==> src/sv/assert_macros.svh <==
// Assertion helpers used by the ring's top-level RTL file.
`ifndef ASSERT_MACROS_SVH
`define ASSERT_MACROS_SVH

// Checked on every rising clk edge, ignored while rst is high.
`define TETR_ASSERT(label, prop) \
  label: assert property (@(posedge clk) disable iff (rst) (prop)) \
    else $error("assertion failed");

// Checked on every rising clk edge, reset included.
`define TETR_ASSERT_ALWAYS(label, prop) \
  label: assert property (@(posedge clk) (prop)) \
    else $error("assertion failed");

`endif

==> src/sv/tetr_pkg.sv <==
`default_nettype none

package tetr_pkg;

  localparam int RING_SLOTS = 32;
  // One slot of the ring stays free, so the chain holds one entry less.
  localparam int CELLS = RING_SLOTS - 1;
  localparam int CNT_W = $clog2(RING_SLOTS);

  localparam logic [1:0] OP_PUSH  = 2'd0;
  localparam logic [1:0] OP_POP   = 2'd1;
  localparam logic [1:0] OP_CLEAR = 2'd2;

  localparam logic [31:0] COARSE_LIMIT_US = 32'd1000000;
  localparam logic [25:0] WRAP_BIAS       = 26'd32768;
  localparam logic [13:0] FRAC_STEP       = 14'd625;
  localparam logic [7:0]  DROP_MAX        = 8'd255;

  typedef struct packed {
    logic [1:0]  operation;
    logic [7:0]  event_code;
    logic [15:0] cycle_number;
    logic [31:0] coarse_us;
    logic [31:0] age_us;
    logic [15:0] fine_ticks;
  } cmd_t;

  typedef struct packed {
    logic        ring_empty;
    logic [7:0]  out_event;
    logic [15:0] out_cycle;
    logic [31:0] out_stamp_us;
    logic [15:0] out_fine;
    logic        gap_valid;
    logic        gap_precise;
    logic [31:0] gap_whole_us;
    logic [13:0] gap_frac;
    logic [7:0]  dropped_count;
  } rsp_t;

  typedef struct packed {
    logic [7:0]  event_code;
    logic [15:0] cycle_number;
    logic [31:0] stamp_us;
    logic [15:0] fine;
  } entry_t;

  typedef struct packed {
    logic             push;
    logic             pop;
    logic [CNT_W-1:0] fill;
  } cell_ctrl_t;

  // A pop captured at accept time, finished by the gap unit.
  typedef struct packed {
    logic        empty;
    entry_t      entry;
    logic        have_prev;
    logic [31:0] coarse;
    logic [15:0] fdelta;
    logic [7:0]  drops;
  } pop_t;

endpackage

`default_nettype wire

==> src/sv/tetr_if.sv <==
`default_nettype none

interface tetr_cmd_if;
  logic          valid;
  logic          ready;
  tetr_pkg::cmd_t data;

  modport source (output valid, output data, input ready);
  modport sink   (input valid, input data, output ready);
endinterface

interface tetr_rsp_if;
  logic          valid;
  logic          ready;
  tetr_pkg::rsp_t data;

  modport source (output valid, output data, input ready);
  modport sink   (input valid, input data, output ready);
endinterface

`default_nettype wire

==> src/sv/tetr_cell.sv <==
`default_nettype none

module tetr_cell (
  input  wire logic                      clk,
  input  wire tetr_pkg::cell_ctrl_t      ctrl,
  input  wire logic [tetr_pkg::CNT_W-1:0] idx,
  input  wire tetr_pkg::entry_t          new_entry,
  input  wire tetr_pkg::entry_t          upper,
  output tetr_pkg::entry_t               q
);

  // A push lands in the first free cell; a pop moves every cell one step
  // toward the head.
  always_ff @(posedge clk) begin
    if (ctrl.push && ctrl.fill == idx) begin
      q <= new_entry;
    end else if (ctrl.pop) begin
      q <= upper;
    end
  end

endmodule

`default_nettype wire

==> src/sv/tetr_gap.sv <==
`default_nettype none

module tetr_gap (
  input  wire tetr_pkg::pop_t pop,
  output tetr_pkg::rsp_t      rsp
);

  logic signed [25:0] biased;
  logic [7:0]         wraps;
  logic [23:0]        ticks;

  // Unwrap the fine delta against the coarse delta, 16 ticks per us.
  assign biased = $signed({2'b00, pop.coarse[19:0], 4'b0000})
                - $signed({10'b0, pop.fdelta})
                + $signed(tetr_pkg::WRAP_BIAS);
  assign wraps  = (biased <= 26'sd0) ? 8'd0 : biased[23:16];
  assign ticks  = {wraps, pop.fdelta};

  always_comb begin
    rsp = '0;
    if (pop.empty) begin
      rsp.ring_empty    = 1'b1;
      rsp.dropped_count = pop.drops;
    end else begin
      rsp.out_event    = pop.entry.event_code;
      rsp.out_cycle    = pop.entry.cycle_number;
      rsp.out_stamp_us = pop.entry.stamp_us;
      rsp.out_fine     = pop.entry.fine;
      if (pop.have_prev) begin
        rsp.gap_valid = 1'b1;
        if (pop.coarse >= tetr_pkg::COARSE_LIMIT_US) begin
          rsp.gap_whole_us = pop.coarse;
        end else begin
          rsp.gap_precise  = 1'b1;
          rsp.gap_whole_us = {12'b0, ticks[23:4]};
          rsp.gap_frac     = {10'b0, ticks[3:0]} * tetr_pkg::FRAC_STEP;
        end
      end
    end
  end

endmodule

`default_nettype wire

==> src/sv/timestamped_event_trace_ring.sv <==
// Event trace ring: a chain of entry cells that shifts toward the head on pop.
// Throughput: one item per cycle while rsp is not stalled; push, pop and clear
// all take effect at accept. A pop result passes the capture register, then
// the gap unwrap and the output register.
// Reset (rst, synchronous): ring empty, drop count zero, no previous entry,
// logging disabled. Cell contents are not cleared.
`default_nettype none

`include "assert_macros.svh"

module timestamped_event_trace_ring (
  input  wire logic       clk,
  input  wire logic       rst,
  input  wire logic       cfg_wr_en,
  input  wire logic       cfg_wr_data,
  tetr_cmd_if.sink        cmd,
  tetr_rsp_if.source      rsp
);

  localparam logic [tetr_pkg::CNT_W-1:0] FULL_FILL = tetr_pkg::CNT_W'(tetr_pkg::CELLS);
  localparam logic [tetr_pkg::CNT_W-1:0] ONE_FILL  = tetr_pkg::CNT_W'(1);

  logic                        log_en;
  logic [tetr_pkg::CNT_W-1:0]  fill;
  logic [7:0]                  lost;
  logic [31:0]                 prev_stamp;
  logic [15:0]                 prev_fine;
  logic                        have_prev;

  tetr_pkg::entry_t            cells [tetr_pkg::CELLS];
  tetr_pkg::entry_t            new_entry;
  tetr_pkg::cell_ctrl_t        ctrl;

  tetr_pkg::pop_t              s1;
  logic                        s1_valid;
  tetr_pkg::rsp_t              gap_out;
  tetr_pkg::rsp_t              out_q;
  logic                        out_valid;

  logic cmd_acc, is_push, is_pop, is_clear, full, do_store, pop_hit, s1_move;

  assign cmd_acc  = cmd.valid && cmd.ready;
  assign is_push  = cmd_acc && cmd.data.operation == tetr_pkg::OP_PUSH && log_en;
  assign is_pop   = cmd_acc && cmd.data.operation == tetr_pkg::OP_POP;
  assign is_clear = cmd_acc && cmd.data.operation == tetr_pkg::OP_CLEAR;
  assign full     = fill == FULL_FILL;
  assign do_store = is_push && !full;
  assign pop_hit  = is_pop && fill != '0;

  assign s1_move   = s1_valid && (!out_valid || rsp.ready);
  assign cmd.ready = !s1_valid || s1_move;

  assign new_entry.event_code   = cmd.data.event_code;
  assign new_entry.cycle_number = cmd.data.cycle_number;
  assign new_entry.stamp_us     = cmd.data.coarse_us - cmd.data.age_us;
  assign new_entry.fine         = cmd.data.fine_ticks;

  assign ctrl.push = do_store;
  assign ctrl.pop  = pop_hit;
  assign ctrl.fill = fill;

  for (genvar i = 0; i < tetr_pkg::CELLS; i++) begin : g_cell
    tetr_pkg::entry_t upper;
    if (i == tetr_pkg::CELLS - 1) begin : g_last
      assign upper = '0;
    end else begin : g_mid
      assign upper = cells[i+1];
    end
    tetr_cell u_cell (
      .clk       (clk),
      .ctrl      (ctrl),
      .idx       (tetr_pkg::CNT_W'(i)),
      .new_entry (new_entry),
      .upper     (upper),
      .q         (cells[i])
    );
  end

  tetr_gap u_gap (
    .pop (s1),
    .rsp (gap_out)
  );

  always_ff @(posedge clk) begin
    if (rst) begin
      log_en     <= 1'b0;
      fill       <= '0;
      lost       <= '0;
      prev_stamp <= '0;
      prev_fine  <= '0;
      have_prev  <= 1'b0;
      s1_valid   <= 1'b0;
      out_valid  <= 1'b0;
    end else begin
      if (cfg_wr_en) begin
        log_en <= cfg_wr_data;
      end

      if (is_clear) begin
        fill      <= '0;
        lost      <= '0;
        have_prev <= 1'b0;
      end else if (do_store) begin
        fill <= fill + ONE_FILL;
      end else if (is_push && full) begin
        if (lost != tetr_pkg::DROP_MAX) begin
          lost <= lost + 8'd1;
        end
      end else if (pop_hit) begin
        fill       <= fill - ONE_FILL;
        prev_stamp <= cells[0].stamp_us;
        prev_fine  <= cells[0].fine;
        have_prev  <= 1'b1;
      end else if (is_pop) begin
        lost <= '0;
      end

      if (is_pop) begin
        s1_valid <= 1'b1;
      end else if (s1_move) begin
        s1_valid <= 1'b0;
      end

      if (s1_move) begin
        out_valid <= 1'b1;
      end else if (rsp.ready) begin
        out_valid <= 1'b0;
      end
    end
  end

  always_ff @(posedge clk) begin
    if (is_pop) begin
      s1.empty     <= fill == '0;
      s1.entry     <= cells[0];
      s1.have_prev <= have_prev;
      s1.coarse    <= cells[0].stamp_us - prev_stamp;
      s1.fdelta    <= cells[0].fine - prev_fine;
      s1.drops     <= lost;
    end
    if (s1_move) begin
      out_q <= gap_out;
    end
  end

  assign rsp.valid = out_valid;
  assign rsp.data  = out_q;

  `TETR_ASSERT(a_fill_bound, fill <= FULL_FILL)
  `TETR_ASSERT_ALWAYS(a_reset_idle, rst |=> (fill == '0 && !s1_valid && !out_valid))
  `TETR_ASSERT(a_clear_empties, is_clear |=> (fill == '0 && lost == '0 && !have_prev))
  `TETR_ASSERT(a_stall_blocks_input, (s1_valid && out_valid && !rsp.ready) |-> !cmd.ready)

endmodule

`default_nettype wire

==> src/flat_wrapper.sv <==
// flat-port wrapper written by rule: the top's interface ports become plain ports
module timestamped_event_trace_ring_flat 
  (clk, rst, cfg_wr_en, cfg_wr_data, cmd_valid, cmd_data, cmd_ready, rsp_valid, rsp_data, rsp_ready);
  tetr_cmd_if cmd_i ();
  tetr_rsp_if rsp_i ();
  input  wire logic clk;
  input  wire logic rst;
  input  wire logic cfg_wr_en;
  input  wire logic cfg_wr_data;
  input wire logic [$bits(cmd_i.valid)-1:0] cmd_valid;
  input wire logic [$bits(cmd_i.data)-1:0] cmd_data;
  output wire logic [$bits(cmd_i.ready)-1:0] cmd_ready;
  output wire logic [$bits(rsp_i.valid)-1:0] rsp_valid;
  output wire logic [$bits(rsp_i.data)-1:0] rsp_data;
  input wire logic [$bits(rsp_i.ready)-1:0] rsp_ready;
  assign cmd_i.valid = cmd_valid;
  assign cmd_i.data = cmd_data;
  assign cmd_ready = cmd_i.ready;
  assign rsp_valid = rsp_i.valid;
  assign rsp_data = rsp_i.data;
  assign rsp_i.ready = rsp_ready;
  timestamped_event_trace_ring u_core (.clk(clk), .rst(rst), .cfg_wr_en(cfg_wr_en), .cfg_wr_data(cfg_wr_data), .cmd(cmd_i), .rsp(rsp_i));
endmodule
==> config.mk <==
export PLATFORM = sky130hd
export DESIGN_NAME = timestamped_event_trace_ring_flat
export DESIGN_NICKNAME = d
export VERILOG_FILES = /design/src/sv/tetr_pkg.sv /design/src/sv/tetr_if.sv /design/src/sv/tetr_cell.sv /design/src/sv/tetr_gap.sv /design/src/sv/timestamped_event_trace_ring.sv /design/src/flat_wrapper.sv
export VERILOG_INCLUDE_DIRS = /design/src /design/src/sv
export SDC_FILE = /design/constraint.sdc
export NUM_CORES = 2
export LEC_CHECK = 0
export BUFFER_PORTS_ARGS = -buffer_cell sky130_fd_sc_hd__buf_2
export CAP_MARGIN = 10
export CORE_MARGIN = 4
export CORE_UTILIZATION = 36
export CTS_CLUSTER_SIZE = 40
export DETAILED_ROUTE_END_ITERATION = 6
export GPL_TIMING_DRIVEN = 0
export SYNTH_ARGS = -nofsm -noshare
export SYNTH_HDL_FRONTEND = slang
export SYNTH_HIERARCHICAL = 1
export SYNTH_SLANG_ARGS = --single-unit
==> constraint.sdc <==
create_clock -name clk -period 17.6 [get_ports clk]
set_clock_uncertainty 0.15 [all_clocks]
set_input_delay 3.52 -clock clk [delete_from_list [all_inputs] [get_ports clk]]
set_output_delay 3.52 -clock clk [all_outputs]
set_load 0.03 [all_outputs]
# == After elaboration in Yosys (flattened, before gate mapping) ==
# Cells that the tools add are included.
# classes
n_addsub,8
multipliers,1
n_lt_le_gt_ge,2
n_eq_ne,37
n_mux,79
bitwise,5
n_reduce_logical,91
# ops
op,n
$mux W72,62
$eq A5 B5 Y1 const B,16
$reduce_bool A2 Y1,35
$sub A32 B32 Y32,2
$mux W48,1
$eq A5 B4 Y1 const B,8
$logic_and A1 B1 Y1,40
$mux W8,5
$ge A32 B20 Y1 const B,1
$mux W32,1
$add A26 B17 Y26 const B,1
$le A26 B1 Y1 const B,1
$sub A24 B16 Y25,1
$eq A5 B3 Y1 const B,4
$sub A16 B16 Y16,1
$mux W5,3
$mul A4 B10 Y14 const B,1
$mux W14,1
$eq A5 B2 Y1 const B,2
$add A8 B1 Y8 const B,1
$ne A8 B8 Y1 const B,1
$reduce_and A4 Y1,2
$mux W1,6
$reduce_or A3 Y1,2
other kinds (16),25
# word_totals
register_bits,2556
input_bits,112
output_inout_bits,131

# == Longest topological paths before layout ==
# logic_depth
depth_word,10
ltp_mapped,16
mapped_depth_nobuf,15

# == Cells and area by module ==
# The synthesis kept the hierarchy.
# by_module_without_submodules
mod,n_inst,cells_per_inst,area_each_um2
tetr_cell,31,159,3124.2
timestamped_event_trace_ring,1,1179,14431.3
tetr_gap,1,381,2600.0

# == Least setup slack after synthesis ==
# No wires, ideal clock.
# synth_timing
path_type,input to register
start,input rsp_ready
end,register u_core.out_q (netlist bit u_core/rsp.data[0]) (enable)
arrival_time_ns,12.870
setup_slack_ns,3.767
path_stages,2
n_path_buf,0
cell_sequence,inv_1 > a21boi_0
# synth_via
elab_chain_cells,2
# synth_rtl
element,line_no,text
"start, declared",flat_wrapper.sv:15,input wire logic [$bits(rsp_i.ready)-1:0] rsp_ready;
$logic_or A1 B1 Y1,timestamped_event_trace_ring.sv:50,assign s1_move = s1_valid && (!out_valid || rsp.ready);
$logic_and A1 B1 Y1,timestamped_event_trace_ring.sv:50,
net u_core.s1_move,timestamped_event_trace_ring.sv:40,"logic cmd_acc, is_push, is_pop, is_clear, full, do_store, pop_hit, s1_move;"
"end signal, assigned",timestamped_event_trace_ring.sv:142,out_q <= gap_out;
"end, declared",timestamped_event_trace_ring.sv:37,tetr_pkg::rsp_t out_q;
# The timed path passes the listed nets, and every way through them passes these cells.
# A chain may end at the register's enable or synchronous reset.

# == Worst setup path in the final report ==
# layout_timing
start,input rsp_ready
end,output cmd_ready
# layout_via
elab_chain_cells,3
# layout_rtl
element,line_no,text
$logic_or A1 B1 Y1,timestamped_event_trace_ring.sv:50,
$logic_and A1 B1 Y1,timestamped_event_trace_ring.sv:50,
$logic_or A1 B1 Y1,timestamped_event_trace_ring.sv:51,assign cmd.ready = !s1_valid || s1_move;
"end, declared",flat_wrapper.sv:12,output wire logic [$bits(cmd_i.ready)-1:0] cmd_ready;
# Every way passes these cells.

==> results.cfg <==
[power_and_ir_drop]
switching_share_pct = 21.4
p_int_mw = 10.2
p_comb_share_pct = 4.9
p_seq_share_pct = 51.9
switching_power_mw = 2.78
cellLeakagePower_nw = 43.3
p_per_area_nw_per_um2 = 98.2
pwr-share-clk_pct = 43.2
ir_drop_uv = 68.8

[finish]
nets = 7544
multi_input_area_sq_um = 35800
syn2layout_area_growth_pct = 15.8
final_common_cell = edfxtp_1
drive_gt1_share_pct = 41.0
fin_area_sq_um = 132000
most-common-layout-cells = 2491 x edfxtp_1, 2015 x mux2_2, 294 x clkbuf_16
fillers = 27600
regArea_sq_um = 76100

[route]
first_iter_violations = 2756
drc_errors = 0
wirelength_microns = 200000
wl_per_cell_microns = 17.1
viasPerCell = 4.70
via_count = 55000
ant_nets = 0
first_pass_iters = 5

[global_routing]
grt_pass1_vias = 58700
grt_pass1_wl_microns = 323000
globalRouteOverflowTotal = 0
antenna_found_initial = 10
grt_usage_pct = 12.1
grt_max_degree = 88

[sta]
worst_pin_slew_ns = 1.16
final.setup.tns_ns = 0
finalCritPeriodShare_pct = 43.8
drv_slew = 0
rsz0062_at_grt = no
fmax_ghz = 0.130
hold_viol = 0
relSlewSlack_pct = 22.9
setup_viol = 0
min_period_ns = 7.71

[clocking]
clk_pin_slew_ns = 0.06
cts_max_level = 5
cts-resized-gates = 0
cts_tree = done
cts_max_path_buffers = 4
post_cts.repair.setup_buffers = 0
root_buffer = clkbuf_16
cts_buffers = 285
clk-insertion-delay-late_ns = 0.82
holdBufCountCts = 0
clock-sinks = 2556

[floorplan]
core.rowCount = 206
dieArea_sq_um = 325000
pin_count = 243
initial_core_util_pct = 36.2
coreArea_sq_um = 315000
die_h_microns = 570
die_x_microns = 570

[logic_synthesis]
synth.mux.area_fraction_pct = 22.2
synth-compound-area-share_pct = 1.94
yosysSeqAreaShare_pct = 66.8
synth_edf_count = 2491
synth_fa_ha_area_share_pct = 1.34
synth-async-reset-ratio_pct = 0
syn_area_per_cell_sq_um = 17.6
synthFlopType = edfxtp_1
synthSimpleGateAreaFrac_pct = 3.04
ys_seq_elements = 2556
yosysWarnings = 6
synth_top_family_by_area = multiplexers
ys_types = 90
synth_area_sq_um = 114000
syn_inst = 6489
synthXorXnorAreaFrac_pct = 1.88

[worst_setup_path]
cp.arrival_ns = 4.04
slowest_stage = nand3b_2
cp-end-kind = output pin
cp.buffers_inverters = 2
required_ns = 13.93
critPathMostFrequentCell = buf_2
critical-path-top-delay-family = buffers and inverters
path_class = primary input to output pin
cp_cell_sequence = buf_2 -> nand3b_2 -> buf_2
worstPathMaxFanout = 3
slowest_delay_ns = 0.22
cp-start-kind = primary input

[worst_hold_path]
hp-class = flop to flop

[placement]
port-buffer-count = 241
gp_congestion = 0.814
place_hpwl_microns = 142000
dpl_cell_area_sq_um = 123000

[run]
timing.max_cap.violations = 0

[outcome]
outcome = completed
sequential cells by signal (all words and copies together), names as in the netlist:
name                    count
u_core/fill                 5
u_core/g_cell.u_cell/q   2232
u_core/have_prev            1
u_core/log_en               1
u_core/lost                 8
u_core/prev_fine           16
u_core/prev_stamp          32
u_core/rsp.data           129
u_core/rsp.valid            1
u_core/s1                 130
u_core/s1_valid             1
layer usage:
metal	part of all wire, %	vias up	GRT usage, %
met5	0.0065	-	0
met4	2.8	2	3.86
met3	3.8	361	1.86
met1	45	27200	15.8
met2	49	946	20.7
li1	-	26500	-
cells in the mapped netlist (32+ instances only):
cell type / n / share of area (%)
a21o_1: 32 / 0.21
a21oi_1: 138 / 0.61
buf_6: 220 / 2.2
clkbuf_1: 38 / 0.13
dfxtp_1: 65 / 1.1
edfxtp_1: 2491 / 66
ha_1: 111 / 1.2
inv_1: 127 / 0.42
mux2_1: 217 / 2.1
mux2_2: 2015 / 20
nand2_1: 162 / 0.53
nand4_1: 45 / 0.25
nor2_1: 85 / 0.28
nor2b_1: 91 / 0.50
o21ai_0: 39 / 0.17
or2_2: 34 / 0.19
xnor2_1: 150 / 1.2
xor2_1: 95 / 0.73
path summary, 6_finish.rpt:
kind,start,end,slack (ns),depth (start not counted)
setup / recovery,rsp_ready,cmd_ready,9.89,3
hold / removal,u_core/g_cell[0].u_cell/q[49],u_core/s1[106],0.27,0
setup reg to reg,u_core/rsp.valid,u_core/g_cell[30].u_cell/q[5],12.81,11
hold reg to reg,u_core/g_cell[0].u_cell/q[49],u_core/s1[106],0.27,0
cell families after synthesis:
logic type,after synthesis
flip-flops,2556
multiplexers,2247
AND/OR/NAND/NOR,597
buffers and inverters,392
AO/OA/AOI/OAI,332
XOR/XNOR,245
adder cells (fa/ha/maj),118
other,2
metrics by stage:
stage                     std cells  setup slack (ns)  hold slack [ns]  util, %  total power [mW]
after floorplan                6714              3.77            0.250        -              7.17
after global placement        11100             0.368            0.253     38.5              7.39
after detailed placement      11200              8.86            0.255     39.0              7.48
after CTS                     11700              9.80            0.273     41.8              13.1
after global routing          11700              9.86            0.276     41.9              13.4
final                         11700              9.89            0.271     41.9              13.0
final cells by class:
type,count,area share (%)
tap,4160,3.95
timing repair buffer,313,2.06
clock buffer,349,5.76
inverter,128,0.368
buffer,264,2.02
antenna,2,0.00380
clock inverter,156,0.930
sequential,2556,57.7
multi-input combinational,3766,27.2
power by group through the flow:
stage / clock network, mW / registers, mW / logic [mW]
5_1_grt: 6.04 / 6.73 / 0.686
3_5_place_dp: 0 / 6.85 / 0.626
6_report: 5.60 / 6.72 / 0.628
4_1_cts: 5.79 / 6.72 / 0.630
3_3_place_gp: 0 / 6.86 / 0.530
2_1_floorplan: 0 / 6.86 / 0.307
Note: power is estimated with default switching activity, not from simulation.
